### config.mk
export PLATFORM = sky130hd
export DESIGN_NAME = countdown_kitchen_timer_control_unit
export DESIGN_NICKNAME = d
export VERILOG_FILES = /design/src/rtl/core/cktc_pkg.sv /design/src/rtl/core/cktc_step.sv /design/src/rtl/core/countdown_kitchen_timer_control_unit.sv
export SDC_FILE = /design/constraint.sdc
export NUM_CORES = 1
export LEC_CHECK = 0
export BUFFER_PORTS_ARGS = -buffer_cell sky130_fd_sc_hd__buf_4
export CAP_MARGIN = 20
export CORE_MARGIN = 2
export CORE_UTILIZATION = 55
export DETAILED_ROUTE_END_ITERATION = 16
export PLACE_DENSITY_LB_ADDON = 0.05
export SETUP_SLACK_MARGIN = 0.1
export SLEW_MARGIN = 15
export SYNTH_ARGS = -nofsm -noshare
export SYNTH_HDL_FRONTEND = slang
export SYNTH_SLANG_ARGS = --single-unit
### constraint.sdc
create_clock -name clk -period 9.6 [get_ports clk]
set_input_delay 1.92 -clock clk [delete_from_list [all_inputs] [get_ports clk]]
set_output_delay 1.92 -clock clk [all_outputs]
set_load 0.01 [all_outputs]
### src/rtl/core/cktc_pkg.sv
// Shared types and constants of the countdown kitchen timer controller.
// Used by cktc_step and countdown_kitchen_timer_control_unit; depends on nothing.
package cktc_pkg;

    localparam int SEC_W = 13;
    localparam int CNT_W = 7;
    localparam int DATA_W = 13;
    localparam int IDX_W = 3;

    localparam logic [3:0] ALARM_REPEATS = 4'd4;

    // event codes
    localparam logic [1:0] CMD_TICK   = 2'd0;
    localparam logic [1:0] CMD_BUTTON = 2'd1;
    localparam logic [1:0] CMD_MELODY = 2'd2;

    // display modes
    localparam logic [1:0] MODE_CLOCK   = 2'd0;
    localparam logic [1:0] MODE_SETTING = 2'd1;
    localparam logic [1:0] MODE_ALARM   = 2'd2;
    localparam logic [1:0] MODE_SLEEP   = 2'd3;

    // run states
    localparam logic [1:0] RUN_STOP = 2'd0;
    localparam logic [1:0] RUN_DUE  = 2'd1;
    localparam logic [1:0] RUN_WAIT = 2'd2;

    // configuration register indexes
    localparam logic [IDX_W-1:0] REG_TICKS_PER_SECOND = 3'd0;
    localparam logic [IDX_W-1:0] REG_SLEEP_SECONDS    = 3'd1;
    localparam logic [IDX_W-1:0] REG_DIM_SECONDS      = 3'd2;
    localparam logic [IDX_W-1:0] REG_PRESET_TWO       = 3'd3;
    localparam logic [IDX_W-1:0] REG_PRESET_THREE     = 3'd4;
    localparam logic [IDX_W-1:0] REG_PRESET_FOUR      = 3'd5;
    localparam logic [IDX_W-1:0] REG_PRESET_FIVE      = 3'd6;
    localparam logic [IDX_W-1:0] REG_PRESET_SIX       = 3'd7;

    // wrap limits of the edit digits, index 0 is tens of minutes
    localparam logic [3:0][3:0] DIGIT_MAX = {4'd9, 4'd5, 4'd9, 4'd9};

    typedef struct packed {
        logic [1:0] cmd;
        logic [3:0] buttons;
    } req_t;

    typedef struct packed {
        logic [SEC_W-1:0] remaining;
        logic [1:0]       mode;
        logic             running;
        logic [2:0]       preset_index;
        logic [2:0]       edit_position;
        logic [3:0]       digit_tens_minutes;
        logic [3:0]       digit_minutes;
        logic [2:0]       digit_tens_seconds;
        logic [3:0]       digit_seconds;
        logic             backlight_bright;
        logic             play_melody;
    } rsp_t;

    typedef struct packed {
        logic [CNT_W-1:0]      ticks_per_second;
        logic [CNT_W-1:0]      sleep_seconds;
        logic [CNT_W-1:0]      dim_seconds;
        logic [4:0][SEC_W-1:0] fixed_preset;   // presets two to six
    } cfg_t;

    typedef struct packed {
        logic [1:0]       mode;
        logic [1:0]       run;
        logic [SEC_W-1:0] remaining;
        logic [SEC_W-1:0] start;
        logic [SEC_W-1:0] user;
        logic [2:0]       sel;
        logic [1:0]       edit_pos;
        logic [3:0][3:0]  digits;
        logic [3:0]       alarm_left;
        logic [CNT_W-1:0] subsec;
        logic [CNT_W-1:0] sleep_cnt;
        logic [CNT_W-1:0] dim_cnt;
        logic             bright;
    } state_t;

    localparam cfg_t CFG_RESET = '{
        ticks_per_second: 7'd64,
        sleep_seconds:    7'd30,
        dim_seconds:      7'd10,
        fixed_preset:     {13'd2580, 13'd900, 13'd600, 13'd570, 13'd210}
    };

    localparam state_t STATE_RESET = '{
        mode:       MODE_CLOCK,
        run:        RUN_STOP,
        remaining:  13'd210,
        start:      13'd210,
        user:       13'd0,
        sel:        3'd2,
        edit_pos:   2'd0,
        digits:     16'd0,
        alarm_left: ALARM_REPEATS,
        subsec:     7'd64,
        sleep_cnt:  7'd30,
        dim_cnt:    7'd10,
        bright:     1'b1
    };

endpackage

### src/rtl/core/cktc_step.sv
// Next-state and status logic for one timer event.
// Purely combinational; depends on cktc_pkg.
module cktc_step (
    input  cktc_pkg::state_t state,
    input  cktc_pkg::req_t   evt,
    input  cktc_pkg::cfg_t   cfg,
    output cktc_pkg::state_t state_next,
    output cktc_pkg::rsp_t   result
);

    cktc_pkg::state_t n;
    logic [1:0]       pos;
    logic [3:0]       cur;
    logic [3:0]       mx;
    logic [cktc_pkg::SEC_W-1:0] digit_sum;

    function automatic logic [cktc_pkg::SEC_W-1:0] preset_value(
        input logic [2:0]                 sel,
        input logic [cktc_pkg::SEC_W-1:0] user,
        input cktc_pkg::cfg_t             c
    );
        logic [cktc_pkg::SEC_W-1:0] v;
        v = user;
        if (sel >= 3'd2 && sel <= 3'd6)
        begin
            v = c.fixed_preset[3'(sel - 3'd2)];
        end
        return v;
    endfunction

    assign pos = state.edit_pos;
    assign cur = state.digits[pos];
    assign mx  = cktc_pkg::DIGIT_MAX[pos];

    assign digit_sum = 13'(state.digits[0]) * 13'd600 + 13'(state.digits[1]) * 13'd60
                     + 13'(state.digits[2]) * 13'd10 + 13'(state.digits[3]);

    always_comb
    begin
        n = state;
        unique case (evt.cmd)
            cktc_pkg::CMD_TICK:
            begin
                if (n.mode != cktc_pkg::MODE_SLEEP)
                begin
                    if (n.subsec > 7'd1)
                    begin
                        n.subsec = n.subsec - 7'd1;
                    end
                    else
                    begin
                        // one second elapsed
                        n.subsec = cfg.ticks_per_second;
                        if (n.run == cktc_pkg::RUN_WAIT)
                        begin
                            n.run = cktc_pkg::RUN_DUE;
                        end
                        if (n.mode == cktc_pkg::MODE_CLOCK)
                        begin
                            if (n.dim_cnt != '0)
                            begin
                                n.dim_cnt = n.dim_cnt - 7'd1;
                            end
                            if (n.dim_cnt == '0)
                            begin
                                n.bright = 1'b0;
                            end
                            if (n.run == cktc_pkg::RUN_STOP)
                            begin
                                if (n.sleep_cnt != '0)
                                begin
                                    n.sleep_cnt = n.sleep_cnt - 7'd1;
                                end
                                if (n.sleep_cnt == '0)
                                begin
                                    n.mode = cktc_pkg::MODE_SLEEP;
                                end
                            end
                        end
                    end
                end
            end
            cktc_pkg::CMD_BUTTON:
            begin
                n.dim_cnt = cfg.dim_seconds;
                n.bright  = 1'b1;
                unique case (state.mode)
                    cktc_pkg::MODE_CLOCK:
                    begin
                        // lowest pressed button wins
                        priority if (evt.buttons[0])
                        begin
                            if (n.run == cktc_pkg::RUN_STOP)
                            begin
                                n.run    = cktc_pkg::RUN_DUE;
                                n.subsec = cfg.ticks_per_second;
                            end
                            else
                            begin
                                n.run = cktc_pkg::RUN_STOP;
                            end
                        end
                        else if (evt.buttons[1])
                        begin
                            n.sel = (n.sel <= 3'd1 || n.sel > 3'd6) ? 3'd6 : n.sel - 3'd1;
                            n.start     = preset_value(n.sel, n.user, cfg);
                            n.remaining = n.start;
                        end
                        else if (evt.buttons[2])
                        begin
                            n.sel = (n.sel >= 3'd6 || n.sel < 3'd1) ? 3'd1 : n.sel + 3'd1;
                            n.start     = preset_value(n.sel, n.user, cfg);
                            n.remaining = n.start;
                        end
                        else if (evt.buttons[3])
                        begin
                            n.mode     = cktc_pkg::MODE_SETTING;
                            n.edit_pos = 2'd0;
                        end
                        else
                        begin
                        end
                    end
                    cktc_pkg::MODE_ALARM:
                    begin
                        n.mode       = cktc_pkg::MODE_CLOCK;
                        n.run        = cktc_pkg::RUN_STOP;
                        n.alarm_left = cktc_pkg::ALARM_REPEATS;
                    end
                    cktc_pkg::MODE_SETTING:
                    begin
                        priority if (evt.buttons[0])
                        begin
                            n.edit_pos = pos + 2'd1;
                        end
                        else if (evt.buttons[1])
                        begin
                            n.digits[pos] = (cur >= mx) ? 4'd0 : cur + 4'd1;
                        end
                        else if (evt.buttons[2])
                        begin
                            n.digits[pos] = (cur == 4'd0 || cur > mx) ? mx : cur - 4'd1;
                        end
                        else if (evt.buttons[3])
                        begin
                            n.user      = digit_sum;
                            n.sel       = 3'd1;
                            n.start     = digit_sum;
                            n.remaining = digit_sum;
                            n.mode      = cktc_pkg::MODE_CLOCK;
                        end
                        else
                        begin
                        end
                    end
                    default:
                    begin
                        // wake from sleep
                        n.mode      = cktc_pkg::MODE_CLOCK;
                        n.start     = preset_value(n.sel, n.user, cfg);
                        n.remaining = n.start;
                        n.sleep_cnt = cfg.sleep_seconds;
                    end
                endcase
            end
            cktc_pkg::CMD_MELODY:
            begin
                if (n.mode == cktc_pkg::MODE_ALARM)
                begin
                    if (n.alarm_left <= 4'd1)
                    begin
                        n.mode       = cktc_pkg::MODE_CLOCK;
                        n.run        = cktc_pkg::RUN_STOP;
                        n.alarm_left = cktc_pkg::ALARM_REPEATS;
                    end
                    else
                    begin
                        n.alarm_left = n.alarm_left - 4'd1;
                    end
                end
            end
            default:
            begin
            end
        endcase

        if (n.mode == cktc_pkg::MODE_CLOCK && n.run == cktc_pkg::RUN_DUE)
        begin
            if (n.remaining != '0)
            begin
                n.remaining = n.remaining - 13'd1;
            end
            if (n.remaining == '0)
            begin
                n.remaining = n.start;
                n.mode      = cktc_pkg::MODE_ALARM;
                n.run       = cktc_pkg::RUN_STOP;
            end
            else
            begin
                n.run = cktc_pkg::RUN_WAIT;
            end
        end

        if (n.mode == cktc_pkg::MODE_SETTING || n.mode == cktc_pkg::MODE_ALARM)
        begin
            n.sleep_cnt = cfg.sleep_seconds;
            n.dim_cnt   = cfg.dim_seconds;
        end
        else if (n.mode == cktc_pkg::MODE_CLOCK && n.run != cktc_pkg::RUN_STOP)
        begin
            n.sleep_cnt = cfg.sleep_seconds;
        end
    end

    assign state_next = n;

    always_comb
    begin
        result.remaining          = n.remaining;
        result.mode               = n.mode;
        result.running            = (n.run != cktc_pkg::RUN_STOP);
        result.preset_index       = n.sel;
        result.edit_position      = {1'b0, n.edit_pos} + 3'd1;
        result.digit_tens_minutes = n.digits[0];
        result.digit_minutes      = n.digits[1];
        result.digit_tens_seconds = n.digits[2][2:0];
        result.digit_seconds      = n.digits[3];
        result.backlight_bright   = n.bright;
        result.play_melody        = (n.mode == cktc_pkg::MODE_ALARM);
    end

endmodule

### src/rtl/core/countdown_kitchen_timer_control_unit.sv
// Top level of the countdown kitchen timer controller: event register,
// timer state, configuration registers and status register. Uses cktc_pkg, cktc_step.
//
//  channel  dir  handshake            payload
//  req      in   req_valid/req_ready   cktc_pkg::req_t  (cmd, buttons)
//  rsp      out  rsp_valid/rsp_ready   cktc_pkg::rsp_t  (status)
//  cfg      in   cfg_we               cfg_index, cfg_data
//
// One event per cycle while rsp is not stalled: an accepted event is registered,
// then applied to the timer state when the status register can advance, which
// also loads the status register and raises rsp_valid.
// The event register takes a new transaction while the status register waits,
// so a stalled rsp backs up into req after one more event.
// Reset restores the timer state, the configuration registers and both valid flags.
module countdown_kitchen_timer_control_unit (
    input  logic                                clk,
    input  logic                                rst_n,
    input  logic                                req_valid,
    output logic                                req_ready,
    input  cktc_pkg::req_t                      req,
    output logic                                rsp_valid,
    input  logic                                rsp_ready,
    output cktc_pkg::rsp_t                      rsp,
    input  logic                                cfg_we,
    input  logic [cktc_pkg::IDX_W-1:0]          cfg_index,
    input  logic [cktc_pkg::DATA_W-1:0]         cfg_data
);

    cktc_pkg::cfg_t   cfg_reg;
    cktc_pkg::state_t state_reg;
    cktc_pkg::state_t state_next;
    cktc_pkg::req_t   evt_reg;
    logic             evt_valid_reg;
    cktc_pkg::rsp_t   rsp_reg;
    cktc_pkg::rsp_t   rsp_next;
    logic             rsp_valid_reg;
    logic             advance;
    logic             fire;

    assign advance   = !rsp_valid_reg || rsp_ready;
    assign fire      = evt_valid_reg && advance;
    assign req_ready = !evt_valid_reg || advance;
    assign rsp_valid = rsp_valid_reg;
    assign rsp       = rsp_reg;

    cktc_step u_step (
        .state      (state_reg),
        .evt        (evt_reg),
        .cfg        (cfg_reg),
        .state_next (state_next),
        .result     (rsp_next)
    );

    always_ff @(posedge clk or negedge rst_n)
    begin
        if (!rst_n)
        begin
            cfg_reg <= cktc_pkg::CFG_RESET;
        end
        else if (cfg_we)
        begin
            unique case (cfg_index)
                cktc_pkg::REG_TICKS_PER_SECOND:
                    cfg_reg.ticks_per_second <= cfg_data[cktc_pkg::CNT_W-1:0];
                cktc_pkg::REG_SLEEP_SECONDS:
                    cfg_reg.sleep_seconds <= cfg_data[cktc_pkg::CNT_W-1:0];
                cktc_pkg::REG_DIM_SECONDS:
                    cfg_reg.dim_seconds <= cfg_data[cktc_pkg::CNT_W-1:0];
                cktc_pkg::REG_PRESET_TWO:
                    cfg_reg.fixed_preset[0] <= cfg_data;
                cktc_pkg::REG_PRESET_THREE:
                    cfg_reg.fixed_preset[1] <= cfg_data;
                cktc_pkg::REG_PRESET_FOUR:
                    cfg_reg.fixed_preset[2] <= cfg_data;
                cktc_pkg::REG_PRESET_FIVE:
                    cfg_reg.fixed_preset[3] <= cfg_data;
                cktc_pkg::REG_PRESET_SIX:
                    cfg_reg.fixed_preset[4] <= cfg_data;
            endcase
        end
    end

    always_ff @(posedge clk or negedge rst_n)
    begin
        if (!rst_n)
        begin
            evt_valid_reg <= 1'b0;
        end
        else if (req_ready)
        begin
            evt_valid_reg <= req_valid;
        end
    end

    always_ff @(posedge clk)
    begin
        if (req_ready && req_valid)
        begin
            evt_reg <= req;
        end
    end

    always_ff @(posedge clk or negedge rst_n)
    begin
        if (!rst_n)
        begin
            state_reg     <= cktc_pkg::STATE_RESET;
            rsp_valid_reg <= 1'b0;
        end
        else if (fire)
        begin
            state_reg     <= state_next;
            rsp_valid_reg <= 1'b1;
        end
        else if (rsp_ready)
        begin
            rsp_valid_reg <= 1'b0;
        end
    end

    always_ff @(posedge clk)
    begin
        if (fire)
        begin
            rsp_reg <= rsp_next;
        end
    end

`ifndef SYNTH
    // melody request tracks alarm mode
    a_melody_alarm: assert property (@(posedge clk) disable iff (!rst_n)
        rsp_valid_reg |-> (rsp_reg.play_melody == (rsp_reg.mode == cktc_pkg::MODE_ALARM)))
        else $error("play_melody disagrees with alarm mode");

    // countdown never runs in alarm or sleep mode
    a_no_run_idle: assert property (@(posedge clk) disable iff (!rst_n)
        (rsp_valid_reg && (rsp_reg.mode == cktc_pkg::MODE_ALARM
                           || rsp_reg.mode == cktc_pkg::MODE_SLEEP)) |-> !rsp_reg.running)
        else $error("countdown running in alarm or sleep mode");

    // edit digits stay inside their wrap limits
    a_digits_range: assert property (@(posedge clk) disable iff (!rst_n)
        state_reg.digits[0] <= cktc_pkg::DIGIT_MAX[0]
        && state_reg.digits[1] <= cktc_pkg::DIGIT_MAX[1]
        && state_reg.digits[2] <= cktc_pkg::DIGIT_MAX[2]
        && state_reg.digits[3] <= cktc_pkg::DIGIT_MAX[3])
        else $error("edit digit out of range");

    // selected preset is always one of six
    a_preset_range: assert property (@(posedge clk) disable iff (!rst_n)
        state_reg.sel >= 3'd1 && state_reg.sel <= 3'd6)
        else $error("preset index out of range");

    // a stalled event waits in the event register without being applied
    a_evt_hold: assert property (@(posedge clk) disable iff (!rst_n)
        (evt_valid_reg && !advance) |=> (evt_valid_reg && $stable(evt_reg)
                                         && $stable(state_reg)))
        else $error("stalled event lost or state changed");
`endif

endmodule

Word-level counts from Yosys, hierarchy flattened
Cells that the tools add are included.
- flip-flop bits (word level): 223
- output and inout port bits: 41
- add/sub/neg operators: 17
- multiply operators: 3
- order comparisons: 19
- equality and inequality tests: 30
- mux-type cells: 104
- bitwise operators: 3
- reduce and logical (&&, ||, !) cells: 52
- operator list (kind ; number):
    $mux 42 ; 4
    $mux 7 ; 20
    $mux 13 ; 10
    $bmux 13 s3 ; 3
    $mux 26 ; 3
    $pmux 26 s3 ; 1
    $mux 16 ; 4
    $mux 60 ; 1
    $mux 4 ; 12
    $mux 2 ; 22
    $pmux 22 s2 ; 1
    $bwmux 16 ; 2
    $mux 15 ; 2
    $mux 22 ; 1
    $sub 7x1->7 const B ; 3
    $mux 17 ; 1
    $bmux 4 s2 ; 2
    $reduce_and 2->1 ; 8
    $logic_not 7->1 ; 2
    $reduce_and 7->1 ; 2
    $reduce_bool 7->1 ; 2
    $add 13x10->13 ; 1
    $add 13x4->13 ; 1
    $add 13x8->13 ; 1
    60 further kinds ; 119

Depth between registers and ports, before layout
Gate-level depths: netlist (run 1).
- depth in word-level cells: 28
- gate-level depth with buffers: 35
- gate-level depth less buffers: 31

Hierarchy
From an unflattened synthesis (run 1), not the netlist that was laid out.
- cell total of the unflattened synthesis: 1852
- area, all modules: 17634.4 sq um
- by module, submodules not included (module ; times used ; cells an instance ; area an instance (sq um)):
    cktc_step ; 1 ; 1420 ; 9536.6
    countdown_kitchen_timer_control_unit ; 1 ; 432 ; 8097.8

Worst setup path after synthesis (run 1)
OpenSTA, ideal clock, no wires.
- kind: reg-to-reg
- start point: register state_reg[30] (netlist bit)
- end point: register state_reg[9] (netlist bit)
- setup time: 0.079 ns
- arrival time: 8.015 ns
- slack: 1.506 ns
- stages on the path, launching flop included: 31
- path through: dfrtp_1 > fa_1 > fa_1 > ha_1 > a21o_1 > a21oi_1 > xnor2_1 > fa_1 > ha_1 > ha_1 > and2_1 > a221oi_1 > nand2_1 > xor2_1 > a221o_1 > a21oi_1 > nand4_1 > nor3_1 > mux2_2 > or4b_1 > buf_4 > nor2_4 > nand2_1 > and2_1 > ha_1 > or2_2 > buf_1 > nand2b_1 > buf_2 > o2bb2ai_1 > a22o_1
- word-level cells in the longest chain between the ends: 20
- elaborated cells on any way between the ends: 33
- RTL lines (element ; line ; RTL):
    start: declaration ; countdown_kitchen_timer_control_unit.sv:30 ; cktc_pkg::state_t state_reg;
    start signal: assignment ; countdown_kitchen_timer_control_unit.sv:107 ; state_reg <= cktc_pkg::STATE_RESET;
    start signal: assignment ; countdown_kitchen_timer_control_unit.sv:112 ; state_reg <= state_next;
    $mul 4x4->8 * ; cktc_step.sv:35 ; assign digit_sum = 13'(state.digits[0]) * 13'd600 + 13'(state.digits[1]) * 13'd60
    $add 13x10->13 * ; cktc_step.sv:35 ;
    $add 13x8->13 * ; cktc_step.sv:36 ; + 13'(state.digits[2]) * 13'd10 + 13'(state.digits[3]);
    $add 13x4->13 * ; cktc_step.sv:36 ;
    $mux 42 * ; cktc_step.sv:144 ; else if (evt.buttons[3])
    $mux 42 * ; cktc_step.sv:140 ; else if (evt.buttons[2])
    $mux 42 * ; cktc_step.sv:136 ; else if (evt.buttons[1])
    $mux 42 * ; cktc_step.sv:132 ; priority if (evt.buttons[0])
    [4 not listed] ; - ;
    $mux 13 * ; cktc_step.sv:187 ; if (n.mode == cktc_pkg::MODE_CLOCK && n.run == cktc_pkg::RUN_DUE)
    $logic_not 13->1 * ; cktc_step.sv:193 ; if (n.remaining == '0)
    $mux 2 ; cktc_step.sv:193 ;
    $mux 17 * ; cktc_step.sv:187 ;
    $eq 2x1->1 (tied with other cells) ; cktc_step.sv:205 ; if (n.mode == cktc_pkg::MODE_SETTING || n.mode == cktc_pkg::MODE_ALARM)
    $logic_or 1x1->1 or $logic_and 1x1->1 (tied branches) ; cktc_step.sv:205, cktc_step.sv:210 ;
    $ne 4x1->1 (no line) (tied with other cells) ; - ;
    $reduce_and 7->1 (no line) or $mux 7 (tied branches) ; - ;
Every way passes the cells marked *; elsewhere a longest branch is shown, timed or not. The select of a mux whose other input is x is not followed.
A chain may end at the register's enable or synchronous reset.

Worst setup path in the final report (run 1)
Ends and elaborated chain as after synthesis.

==> flow_results.org, run 1 <==
** Outcome
- Status :: completed

** Power
- Maximum resistive drop on vdd :: 0.000174 V
- Portion of total power attributed to sequential cells :: 29.8%
- Switching pwr :: 2.15 mW
- Total leakage power :: 7.34 nW
- Part of the power in the clock network :: 20.5%
- Power comes to 4.94 mW.
- Power spread over the standard cell area amounts to 276 mW/mm².
- Internal power :: 2.79 mW
- Net switching fraction of the power :: 43.6%
- Of the total power, combinational logic draws 49.8%.

** STA
- Setup repair after global routing left no endpoint under its margin.
- Setup violations remaining at the end of the flow were counted as 0.
- For this run, the top clock speed supported by timing is 113 MHz.
- Clock period minus final worst setup slack :: 8.89 ns
- The max-slew violation count is 0.
- Clk_skew :: 0.0180 ns
- Rel. slew slack :: 32.5%
- Final cycle utilization of the critical path :: 92.6%
- Slew at the pin closest to its max-slew limit :: 1.01 ns
- Worst Slack Setup Final :: 0.713 ns
- Adding up every negative setup slack in the final design gives 0 ns.
- Final hold vios :: 0

** Setup path
- Critical path start-end classification :: reg -> reg
- The slowest stage of the critical path is the a2111oi_2 cell.
- STA puts the critical path data required time at 10.09 ns.
- Crit path launch type :: flip-flop
- Maximum fanout along the worst path :: 10
- Cell with the most instances on the worst path :: ha_1
- The endpoint identified for the worst register-to-register timing path is state_reg[9]$_DFFE_PN1P_.
- STA classifies the critical path endpoint as a flip-flop.
- Arrival time of the worst setup path :: 9.37 ns
- Reg-to-reg startpoint :: state_reg[30]$_DFFE_PN0P_
- For flop-to-flop paths, the worst setup slack is 0.71 ns.
- The number of cells on the worst reg-to-reg path is 27.
- For this run, the slowest stage of the critical path takes 0.64 ns.

** Min path
- The min-delay analysis places its worst path in the category reg -> reg.
- The startpoint identified for the worst hold timing path is state_reg[0]$_DFFE_PN1P_.
- Min-Delay Path Depth :: 2
- Hold Path Sink :: state_reg[0]$_DFFE_PN1P_

** Drt
- Number of violations reported at the end of detailed-routing iteration 0 :: 1629
- After detailed routing, the number of remaining DRC violations is 0.
- Once detail routing completed, the nets flagged for antenna violations numbered 0.
- In the routed layout, each cell is associated on average with a via count of 6.62.
- For this block, the via count after detailed routing is 14200.
- Count of TritonRoute iterations in the first routing pass :: 6
- For this block, the routed nets add up to 49400 µm of wire.
- In the final routed layout, each cell accounts on average for 23.0 µm.

** Global routing
- Entering global routing, the biggest net connects 72 pins.
- Wire length of the first global-routing pass :: 78700 µm
- The via count of the first global-routing pass was 13500.
- Global routing used 32.4% of the available tracks.
- The initial antenna violation count came to 0.
- Overflow after GRT :: 0

** Placement
- Summed over all nets, the half-perimeter wirelength after detailed placement is 35500 µm.
- In this run the tool buffered the top-level ports with 67 buffer cells.
- Routability-driven placement finished with a final weighted congestion of 0.970.
- OpenSTA, run right after detailed placement, puts the worst setup slack at 0.583 ns.

** Yosys
- By area the synthesized netlist is led by dfrtp_1 20%, edfxtp_1 8.4%, dfstp_2 7.5%.
- Number of enable flip-flop cells after synthesis :: 45
- Among all cell types in the netlist, the one instantiated most often is nand2_1.
- Total nets after synthesis :: 1834
- YS warnings :: 0
- Sequential elements use 36.3% of the synthesized area.
- Synthesis-stage register bit count :: 223
- Counting flops with an async set or reset pin after synthesis yields a share of 79.8%.
- By count the netlist is led by 198 x nand2_1, 156 x o21ai_0, 132 x dfrtp_1, 103 x mux2_2, 100 x nor2_1.
- Synth top area share :: 20.5%
- Avg Inst Size Synth :: 9.47 µm²
- Gate count of the mapped netlist :: 1705
- The mapped netlist covers 0.0161 mm².
- Count of different cell masters after synthesis :: 104
- Cell type contributing the most total cell area after synthesis :: dfrtp_1
- Among all flip-flop cells after synthesis, the most frequent one is dfrtp_1.

** Finish
- The layout has 2460 filler cells.
- Of the cells placed in the final design, the portion with a size suffix greater than 1 is 21.1%.
- ANT cells :: 0
- Multi-input gate area :: 0.00960 mm²
- Number of flip-flops in the largest register :: 89
- Combined flip-flop and latch cell area :: 0.00586 mm²
- Compared with the post-synthesis result, the final layout area differs by 10.8%.
- For this run, the post-layout net count is 1868.

** CTS
- Clock root buffer master :: clkbuf_16
- TritonCTS clock tree :: yes
- Number of clock sinks seen by CTS :: 223
- After clock tree synthesis, the setup repair step added 0 buffers.
- Number of clock buffers inserted by TritonCTS :: 26
- No sink is reached through more buffers than the 3 on the longest clock path.
- H-tree Lvls :: 1
- Clock-pin slew of the registers on the worst-case setup and hold paths :: 0.06 ns
- Insertion delay of the later-clocked pin in the worst-skew pair :: 0.55 ns

** Die
- Initial Util :: 56.1%
- In this run the core area contains 62 standard-cell rows.
- Die Height :: 175 µm
- Core region area :: 0.0288 mm²
- 68 I/O pins were placed.
- The floorplan step set the die width to 175 µm.
- The die covers 0.0307 mm².

** Run
- Max-Cap Viols :: 0
==> critical path, delay by kind of cell (launching register included) <==
kind	cells	cell delay, ns
and+or+nand+nor	10	2.79
muxes	1	0.37
adders and majority gates	7	2.87
AOI/OAI and AO/OA	7	1.96
DFF	1	0.49
xor gates and xnor gates	2	0.31
==> through the flow <==
step,cells,hold WS (ns),util [%],area [µm²]
after floorplan,1705,0.437,-,16100
after global placement,2095,0.449,59.0,17000
after CTS,2143,0.465,62.1,17900
after detailed placement,2095,0.456,59.0,17000
final,2143,0.462,62.1,17900
after global routing,2143,0.484,62.1,17900
==> power groups by stage <==
stage               logic [mW]  registers, mW  clock network, mW
floorplan                 1.69           1.40                  0
global placement          2.36           1.47                  0
detailed placement        2.38           1.48                  0
CTS                       2.40           1.46               1.03
global route              2.66           1.50               1.06
finish                    2.46           1.47               1.01
==> cells by family after synthesis <==
logic type               after synthesis  share of synthesized area [%]
AO/OA/AOI/OAI                        527                           22.2
XOR/XNOR                              31                           1.73
AND/OR/NAND/NOR                      507                           15.2
buffers and inverters                170                           4.30
flip-flops                           223                           36.3
multiplexers                         145                           11.6
adder cells (fa/ha/maj)              102                           8.60
==> timing repair <==
item | CTS | global route
hold buffers | 0 | 0
gates resized for setup | 0 | 4
endpoints found under the hold margin | 0 | 0
endpoints found under the setup margin | 0 | 12
==> layer usage <==
| metal | vias to the layer above | track usage (%) | part of all wire (%) |
|---|---|---|---|
| met3 | 103 | 4.94 | 8.2 |
| met4 | 0 | 9.55 | 2.9 |
| met2 | 629 | 51.3 | 45 |
| met5 | - | 0 | 0 |
| li1 | 6444 | - | - |
| met1 | 7020 | 46.2 | 44 |
==> how the worst max path moves through the flow <==
stage                                    startpoint                  endpoint  slack (ns)  depth (start not counted)
final                     state_reg[30]$_DFFE_PN0P_  state_reg[9]$_DFFE_PN1P_        0.71                         27
after floorplan           state_reg[30]$_DFFE_PN0P_  state_reg[9]$_DFFE_PN1P_        1.51                         30
after global placement    state_reg[31]$_DFFE_PN0P_  state_reg[9]$_DFFE_PN1P_        0.71                         27
after CTS                 state_reg[31]$_DFFE_PN0P_  state_reg[9]$_DFFE_PN1P_        0.53                         27
after global routing      state_reg[30]$_DFFE_PN0P_  state_reg[9]$_DFFE_PN1P_        0.10                         26
after detailed placement  state_reg[31]$_DFFE_PN0P_  state_reg[9]$_DFFE_PN1P_        0.58                         27
==> layout make-up <==
| class | instances | area share [%] |
|---|---|---|
| multi-input combinational | 1312 | 53.7 |
| sequential | 223 | 32.8 |
| clock inverter | 10 | 0.658 |
| clock buffer | 38 | 4.28 |
| timing repair buffer | 104 | 4.39 |
| inverter | 72 | 1.51 |
| tap | 384 | 2.69 |
==> layout by cell type (no fill, tap or decap), types with 26 or more instances in the layout <==
master / n
a211oi_1: 28
nand2_1: 198
ha_1: 87
buf_4: 103
clkbuf_16: 26
a31oi_1: 27
dfrtp_1: 131
nor3_1: 34
a21oi_1: 82
mux2_2: 103
edfxtp_1: 45
nor2_1: 100
nand3_1: 38
dfstp_2: 46
o21ai_0: 156
inv_1: 70
Power figures use the tool's default switching activity.
==> run 2, diff against run 1 <==
--- a/config.mk
+++ b/config.mk
@@ -15,4 +15,5 @@
 export SLEW_MARGIN = 15
 export SYNTH_ARGS = -nofsm -noshare
 export SYNTH_HDL_FRONTEND = slang
+export SYNTH_HIERARCHICAL = 1
 export SYNTH_SLANG_ARGS = --single-unit
==> run 2 against run 1 <==
Compared with the run above: register-to-register slack better by 0.43 ns; highest routed layer unchanged; routed wire length is 15% higher; critical endpoint is now state_reg[13]$_DFFE_PN0P_; core utilization down 1.9 points; sequential share of layout area decreased by 2.0 points; flip-flop and latch count stayed put.
==> flow_results.org, run 2 <==
** Drt
- Wire per inst :: 25.2 µm (+9.2%)
- Number of violations reported at the end of detailed-routing iteration 0 :: 1888 (+16%)
- Aggregate routed wire length :: 56800 µm (+15%)
- The first-pass iteration count of the detailed router is 6 (unchanged).
- The detail-routed via count per cell was 6.88 (+3.8%).
- The total DRC errors in the routed layout is 0 (unchanged).
- Detailed-route via count :: 15500 (+9.3%)
- Antenna Violating Nets Remaining :: 0 (unchanged)

** STA
- The time the worst path needs with I/O delays and setup came to 8.46 ns (-0.427 ns).
- The worst setup margin was 1.14 ns (+0.427 ns).
- Count of endpoints failing setup in the final report :: 0 (unchanged)
- The post-route clock skew was 0.0187 ns (+0.000729 ns).
- Rel. slew slack :: 22.7% (-9.8 points)
- Final hold vios :: 0 (unchanged)
- Final cycle utilization of the critical path :: 88.1% (-4.4 points)
- Slew at the pin closest to its max-slew limit :: 1.16 ns (+0.146 ns)
- Number of max-slew violations in the final report :: 0 (unchanged)
- Max Freq :: 118 MHz (+5.0%)
- Total Neg Setup Slack :: 0 ns (unchanged)
- Setup repair after global routing left no endpoint under its margin.
- The final hold slack was 0.517 ns (+0.0552 ns).

** Setup path
- Critical Path End Type :: flip-flop
- Cell with the most instances on the worst path :: ha_1
- Critical path start-end classification :: reg -> reg
- The buffering stage count on the worst path with inverters included was 0 (unchanged).
- Maximum fanout along the worst path :: 10 (unchanged)
- Top Family by Delay on Critical Path :: adder cells
- For this design, the slowest cell found on the critical path is fa_1.
- The number of gates on the worst path with buffers counted came to 25 (-7.4%).
- The arrival time reported for the critical path endpoint is 8.89 ns (-0.48 ns).
- CP max stage delay :: 0.57 ns (-0.07 ns)
- STA classifies the critical path startpoint as a flip-flop.
- The critical path required time was 10.03 ns (-0.06 ns).
- The depth of the worst register-to-register path is 25 (-7.4%).

** Power
- Power per standard cell area :: 340 mW/mm² (+23%)
- The net switching share of the total power is 49.0% (+5.4 points).
- Portion of total power attributed to sequential cells :: 23.8% (-6.0 points)
- The maximum resistive drop on vdd came to 0.000262 V (+51%).
- Switching pwr :: 3.17 mW (+47%)
- Overall power :: 6.47 mW (+31%)
- The leakage power summed over all cells was 8.18 nW (+12%).
- Internal power :: 3.30 mW (+18%)
- The relative contribution of combinational cells to total power came to 60.3% (+10 points).
- Part of the power in the clock network :: 15.9% (-4.6 points)

** Yosys
- dfrtp_1 takes more of the synthesized area than any other cell.
- Sequential fraction of the synthesis area :: 33.2% (-3.1 points)
- The async set-or-reset flop fraction in the synthesized netlist was 79.8% (unchanged).
- The net count after synthesis was 1981 (+8.0%).
- Sorting the synthesized cells by area gives the leading types as dfrtp_1 19%, mux2_2 12%, edfxtp_1 7.7%.
- The fraction of post-synthesis cell area in the top cell type by area is 18.7% (-1.7 points).
- Count leader, synth :: mux2_2
- Gate count of the mapped netlist :: 1852 (+8.6%)
- Avg Inst Size Synth :: 9.52 µm² (+0.58%)
- Post-synth design cell area :: 0.0176 mm² (+9.3%)
- Count of different cell masters after synthesis :: 101 (-2.9%)
- Most frequent cells after synthesis :: 191 x mux2_2, 156 x nand2_1, 132 x dfrtp_1, 119 x nor2_1, 103 x o21ai_0
- The number of warning messages in the yosys log came to 6 (+6).
- The post-synthesis register bit count was 223 (unchanged).
- For this run, the leading register cell type out of synthesis is dfrtp_1.
- Number of enable flip-flop cells after synthesis :: 45 (unchanged)

** CTS
- Insertion delay of the later-clocked pin in the worst-skew pair :: 0.56 ns (about the same)
- Number of hold-repair buffers added at the cts stage :: 0 (unchanged)
- The clock transition at the registers of the reported paths is 0.06 ns (about the same).
- # Post-CTS Setup Buffers :: 0 (unchanged)
- Number of clock buffers inserted by TritonCTS :: 26 (unchanged)
- CTS placed an instance of clkbuf_16 at the clock tree root.
- The clock sink count was 223 (unchanged).
- The H-tree depth was 1 (unchanged).
- TritonCTS clock tree :: yes
- The largest buffer count on any clock path was 3 (unchanged).
- Number of gates resized after cts :: 0 (unchanged)

** Die
- Core region area :: 0.0316 mm² (+9.6%)
- The top-level I/O count came to 68 (unchanged).
- The x dimension of the die was 183 µm (+4.4%).
- The standard-cell row count came to 65 (+4.8%).
- The die extent in y was 183 µm (+4.4%).
- The starting density of the core was 55.9% (-0.20 points).
- Total die area :: 0.0335 mm² (+9.0%)

** Finish
- Post-layout instance count excluding filler cells :: 2256 (+5.3%)
- The area used by sequential logic in the layout is 0.00586 mm² (unchanged).
- ANT cells :: 0 (unchanged)
- The number of nets in the layout was 1963 (+5.1%).
- The area occupied by multi-input gates came to 0.0107 mm² (+11%).
- The flip-flop count of the largest register, all copies and words added came to 90 (+1.1%).
- Area delta synth->final :: 7.87%
- Most frequent cells in the layout :: 191 x mux2_2, 155 x nand2_1, 131 x dfrtp_1
- The number of inserted filler cells in the final layout is 2721 (+11%).
- Leaving out fill and tap cells, the most frequent cell in the layout is mux2_2.
- Layout cell share with drive strength beyond 1 :: 23.2% (+2.2 points)

** Placement
- Number of port buffers :: 67 (unchanged)
- The global placer's final weighted congestion is 1.01 (+4.4%).
- Half-perimeter wire length after placement :: 40700 µm (+15%)
- Post-Place Worst Slack :: 1.26 ns (+0.676 ns)
- The number of cells after detailed placement was 2207 (+5.3%).

** Global routing
- The first-pass GRT wire length came to 87500 µm (+11%).
- The sum of overflow across all layers after global routing came to 0 (unchanged).
- The initial antenna violation count is 0 (unchanged).
- Pin count of the biggest net entering global routing :: 109 (+51%)
- Via count of the first global-routing pass :: 14400 (+6.5%)
- All-layer global routing usage :: 33.9% (+1.5 points)

** Run
- The reported max-cap violation count was 0 (unchanged).

** Min path
- Min-Delay Path Depth :: 1 (-1)
- Class of the most critical hold timing path :: reg -> reg

** Outcome
- Status :: completed
-- run 2: power by group through the flow --
stage	clock, mW	sequential, mW	combinational [mW]
after floorplan	0	1.44	2.78
after global routing	1.09	1.57	4.17
after detailed placement	0	1.55	3.74
after CTS	1.05	1.53	3.76
after global placement	0	1.54	3.71
final	1.03	1.54	3.90
-- run 2: area by class of cell --
type	count	share of cell area, %
Sequential cell	223	30.8
Clock buffer	40	3.97
Tap cell	402	2.64
Multi-Input combinational cell	1391	56.1
Inverter	91	1.80
Timing Repair Buffer	101	4.01
Clock inverter	8	0.658
-- run 2: per-stage QoR --
stage	instance area, µm²	utilization (%)
finish	19000	60.3
global placement	18100	57.5
global route	19000	60.3
floorplan	17600	-
CTS	19000	60.3
detailed placement	18100	57.5
-- run 2: final timing paths --
check	slack, ns	start	endpoint
worst max-delay path	1.14	state_reg[30]$_DFFE_PN0P_	state_reg[13]$_DFFE_PN0P_
worst min-delay path	0.52	cfg_reg[84]$_DFFE_PN0P_	cfg_reg[84]$_DFFE_PN0P_
worst max register to register	1.14	state_reg[30]$_DFFE_PN0P_	state_reg[13]$_DFFE_PN0P_
worst min register to register	0.52	cfg_reg[84]$_DFFE_PN0P_	cfg_reg[84]$_DFFE_PN0P_
max in group asynchronous	6.59	rst_n	cfg_reg[40]$_DFFE_PN0P_
min in group asynchronous	1.44	rst_n	state_reg[35]$_DFFE_PN0P_
-- run 2: cell families (layout without fill, tap and decap cells) --
group                      after synthesis  count (layout)  synth area share (%)
AOI/OAI and AO/OA                      532             532                  21.5
xor gates and xnor gates                29              29                  1.44
adders and majority gates              102             102                  7.88
buffers and inverters                  238             240                  6.29
DFF                                    223             223                  33.2
muxes                                  243             243                  15.9
and+or+nand+nor                        485             485                  13.8
-- run 2: layer usage --
metal	GRT usage, %	up-vias	part of all wire [%]
met5	0	-	0
met3	6.75	157	10
met2	51.6	881	43
met4	11.4	0	4.0
met1	48.3	7577	43
li1	-	6898	-
==> run 3, diff against run 2 <==
--- a/config.mk
+++ b/config.mk
@@ -7,7 +7,7 @@
 export LEC_CHECK = 0
 export BUFFER_PORTS_ARGS = -buffer_cell sky130_fd_sc_hd__buf_4
 export CAP_MARGIN = 20
-export CORE_MARGIN = 2
+export CORE_MARGIN = 3
 export CORE_UTILIZATION = 55
 export DETAILED_ROUTE_END_ITERATION = 16
 export PLACE_DENSITY_LB_ADDON = 0.05
==> run 3 against run 2 <==
Compared with the run above: setup slack improved by 0.011 ns; clock power barely moved; cell area barely moved; die area rose by 2.2%; routed wire length rose by 1.8%; non-clock buffer count rose by 2.
==> flow_results.org, run 3 (synthesized netlist as in run 2, its figures left out) <==
** Global routing
- The pin count of the biggest net entering global routing came to 74 (-32%).
- The via count of the first global-routing pass was 14500 (+0.91%).
- The first-pass GRT wire length came to 88800 µm (+1.4%).
- All-layer global routing usage :: 33.4% (-0.48 points)
- The sum of overflow across all layers after global routing came to 0 (unchanged).
- Number of antenna violations at the first check in global routing :: 0 (unchanged)

** Drt
- Number of violations reported at the end of detailed-routing iteration 0 :: 2048 (+8.5%)
- Via/cell ratio :: 6.88 (about the same)
- The first-pass iteration count of the detailed router was 6 (unchanged).
- Aggregate routed wire length :: 57800 µm (+1.8%)
- Detailed-route via count :: 15500 (-0.15%)
- The remaining antenna violation count came to 0 (unchanged).
- The average wire length per cell after detail routing is 25.7 µm (+2.0%).
- The total DRC errors in the routed layout was 0 (unchanged).

** Finish
- NumNets Final :: 1965 (+0.10%)
- The flip-flop count of the largest register, all copies and words added came to 90 (unchanged).
- The number of inserted filler cells in the final layout was 2667 (-2.0%).
- Multi-input gate area :: 0.0107 mm² (about the same)
- Design Area, Final :: 0.0190 mm² (about the same)
- Most common cell after layout, fill and taps aside :: mux2_2
- The area used by sequential logic in the layout was 0.00586 mm² (unchanged).
- The top cell types in the final layout, fill and taps aside, are 191 x mux2_2, 155 x nand2_1, 131 x dfrtp_1.
- The total inserted antenna cells came to 0 (unchanged).
- Layout cell share with drive strength beyond 1 :: 23.3% (+0.083 points)
- Area delta synth->final :: 7.81% (about the same)

** STA
- Unrepaired setup endpoints after global routing :: no
- Worst Slack Setup Final :: 1.15 ns (+0.0107 ns)
- The max-slew violation count came to 0 (unchanged).
- Final cycle utilization of the critical path :: 88.0% (-0.11 points)
- Slew at the pin closest to its max-slew limit :: 1.10 ns (-0.0604 ns)
- Clock period minus final worst setup slack :: 8.45 ns (-0.0107 ns)
- Max Freq :: 118 MHz (+0.13%)
- The post-route clock skew is 0.0136 ns (-0.00514 ns).
- Total Neg Setup Slack :: 0 ns (unchanged)
- The final-report setup violation count came to 0 (unchanged).
- Worst hold slack :: 0.513 ns (-0.00390 ns)
- The tightest slew margin relative to the limit is 26.7% (+4.0 points).
- Final hold vios :: 0 (unchanged)

** Placement
- Gpl congestion :: 0.986 (-2.6%)
- Number of port buffers :: 67 (unchanged)
- Post-Place Worst Slack :: 1.24 ns (-0.0206 ns)
- The instance area after placement came to 0.0181 mm² (about the same).
- The post-detailed-placement half-perimeter wirelength was 41900 µm (+3.0%).

** Setup path
- Length in cells of the worst reg-to-reg path :: 24 (-4.0%)
- The arrival time reported for the critical path endpoint was 8.89 ns (about the same).
- The critical path in this run is classified as reg -> reg.
- Crit path launch type :: flip-flop
- Endpoint required time on the critical path :: 10.04 ns (about the same)
- The highest fanout seen on the critical path came to 10 (unchanged).
- STA classifies the critical path endpoint as a flip-flop.

** CTS
- The number of setup buffers added after CTS came to 0 (unchanged).
- Number of buffers between clock root and the deepest sink :: 3 (unchanged)
- The tree is rooted in a clkbuf_16.
- The clock sink count came to 223 (unchanged).
- The number of cells upsized or downsized after cts came to 0 (unchanged).
- Insertion delay of the later-clocked pin in the worst-skew pair :: 0.56 ns (about the same)
- H-tree Lvls :: 1 (unchanged)
- Clock-pin slew of the registers on the worst-case setup and hold paths :: 0.06 ns (about the same)
- The number of clock buffers inserted by TritonCTS came to 26 (unchanged).
- TritonCTS clock tree :: yes
- Number of hold-repair buffers added at the cts stage :: 0 (unchanged)

** Die
- Number of placement rows :: 64 (-1.5%)
- Core region area :: 0.0311 mm² (-1.5%)
- Die Height :: 185 µm (+1.1%)
- The die footprint came to 0.0342 mm² (+2.2%).
- Io pins :: 68 (unchanged)
- The starting density of the core was 56.8% (+0.87 points).
- Die extent in x :: 185 µm (+1.1%)

** Min path
- Min-Delay Path Depth :: 1 (unchanged)
- The path class of the tightest hold or removal check is reg -> reg.

** Power
- Part of the power in the clock network :: 15.4% (-0.5 points)
- The cell internal power dissipation came to 3.28 mW (-0.57%).
- The leakage power summed over all cells is 8.20 nW (+0.16%).
- Switching pwr :: 3.20 mW (+0.92%)
- The maximum resistive drop on vdd came to 0.000283 V (+7.9%).
- Power per standard cell area :: 341 mW/mm² (+0.21%)
- The fraction of power consumed by sequential logic is 24.1% (+0.3 points).
- Net switching fraction of the power :: 49.4% (+0.37 points)
- Power share of the combinational group :: 60.5% (+0.2 points)

** Outcome
- The flow ran to the end, and the final reports show no timing, DRC or antenna violations.

** Run
- The reported max-cap violation count came to 0 (unchanged).
==> run 3: cell types whose count changed in the layout (fill, tap and decap cells not counted), sizes merged <==
cell          change
buf               +1
clkinv            +3
bufinv            -2
clkbuf            -2
clkinvlp          +1
dlymetal6s2s      +1
==> run 3: layout make-up <==
class	instances	share of cell area, %
Tap cell	396	2.61
Multi-Input combinational cell	1391	56.1
Clock inverter	10	0.408
Timing Repair Buffer	103	4.13
Clock buffer	38	4.09
Sequential cell	223	30.8
Inverter	91	1.80
==> run 3: path summary, 6_finish.rpt <==
path / endpoint / start / slack [ns]
worst max-delay path: state_reg[8]$_DFFE_PN0P_ / state_reg[30]$_DFFE_PN0P_ / 1.15
min in group asynchronous: state_reg[40]$_DFFE_PN0P_ / rst_n / 1.33
max in group asynchronous: cfg_reg[44]$_DFFE_PN0P_ / rst_n / 6.95
worst min register to register: cfg_reg[70]$_DFFE_PN0P_ / cfg_reg[70]$_DFFE_PN0P_ / 0.51
worst min-delay path: cfg_reg[70]$_DFFE_PN0P_ / cfg_reg[70]$_DFFE_PN0P_ / 0.51
worst max register to register: state_reg[8]$_DFFE_PN0P_ / state_reg[30]$_DFFE_PN0P_ / 1.15
==> run 3: worst max-delay path, cell delays in order, from the launching register on <==
cell      delay, ns
dfrtp_1        0.48
fa_1           0.57
fa_1           0.54
ha_1           0.32
a21o_1         0.17
a21oi_1        0.21
xnor2_1        0.18
fa_1           0.45
ha_1           0.31
ha_1           0.34
and3_1         0.20
a221oi_1       0.34
xnor2_1        0.16
a21oi_1        0.26
nand2_1        0.09
nor4_1         0.48
a31oi_2        0.30
nor4_4         0.62
and3_4         0.29
o2111a_1       0.49
or2_2          0.24
ha_1           0.43
o311ai_4       0.26
mux2_4         0.34
mux2_2         0.25
==> run 3: routing by layer <==
| metal | routed length, µm | global-route usage (%) |
|---|---|---|
| met5 | 0 | 0 |
| met4 | 2080 | 10.3 |
| met3 | 5440 | 6.15 |
| met2 | 25200 | 51.2 |
| met1 | 25100 | 48.2 |
==> run 3: through the flow <==
| step | util [%] | std cells | power, mW |
|---|---|---|---|
| 6_report | 61.2 | 2252 | 6.48 |
| 3_5_place_dp | 58.4 | 2203 | 5.31 |
| 4_1_cts | 61.2 | 2251 | 6.33 |
| 5_1_grt | 61.2 | 2252 | 6.83 |
| 2_1_floorplan | - | 1852 | 4.22 |
| 3_3_place_gp | 58.4 | 2203 | 5.27 |
==> run 3: power groups by stage <==
| stage | Sequential, mW | Combinational [mW] | Clock (mW) |
|---|---|---|---|
| 2_1_floorplan | 1.44 | 2.78 | 0 |
| 3_3_place_gp | 1.56 | 3.71 | 0 |
| 3_5_place_dp | 1.57 | 3.74 | 0 |
| 4_1_cts | 1.55 | 3.76 | 1.02 |
| 5_1_grt | 1.60 | 4.18 | 1.05 |
| 6_report | 1.56 | 3.92 | 0.998 |
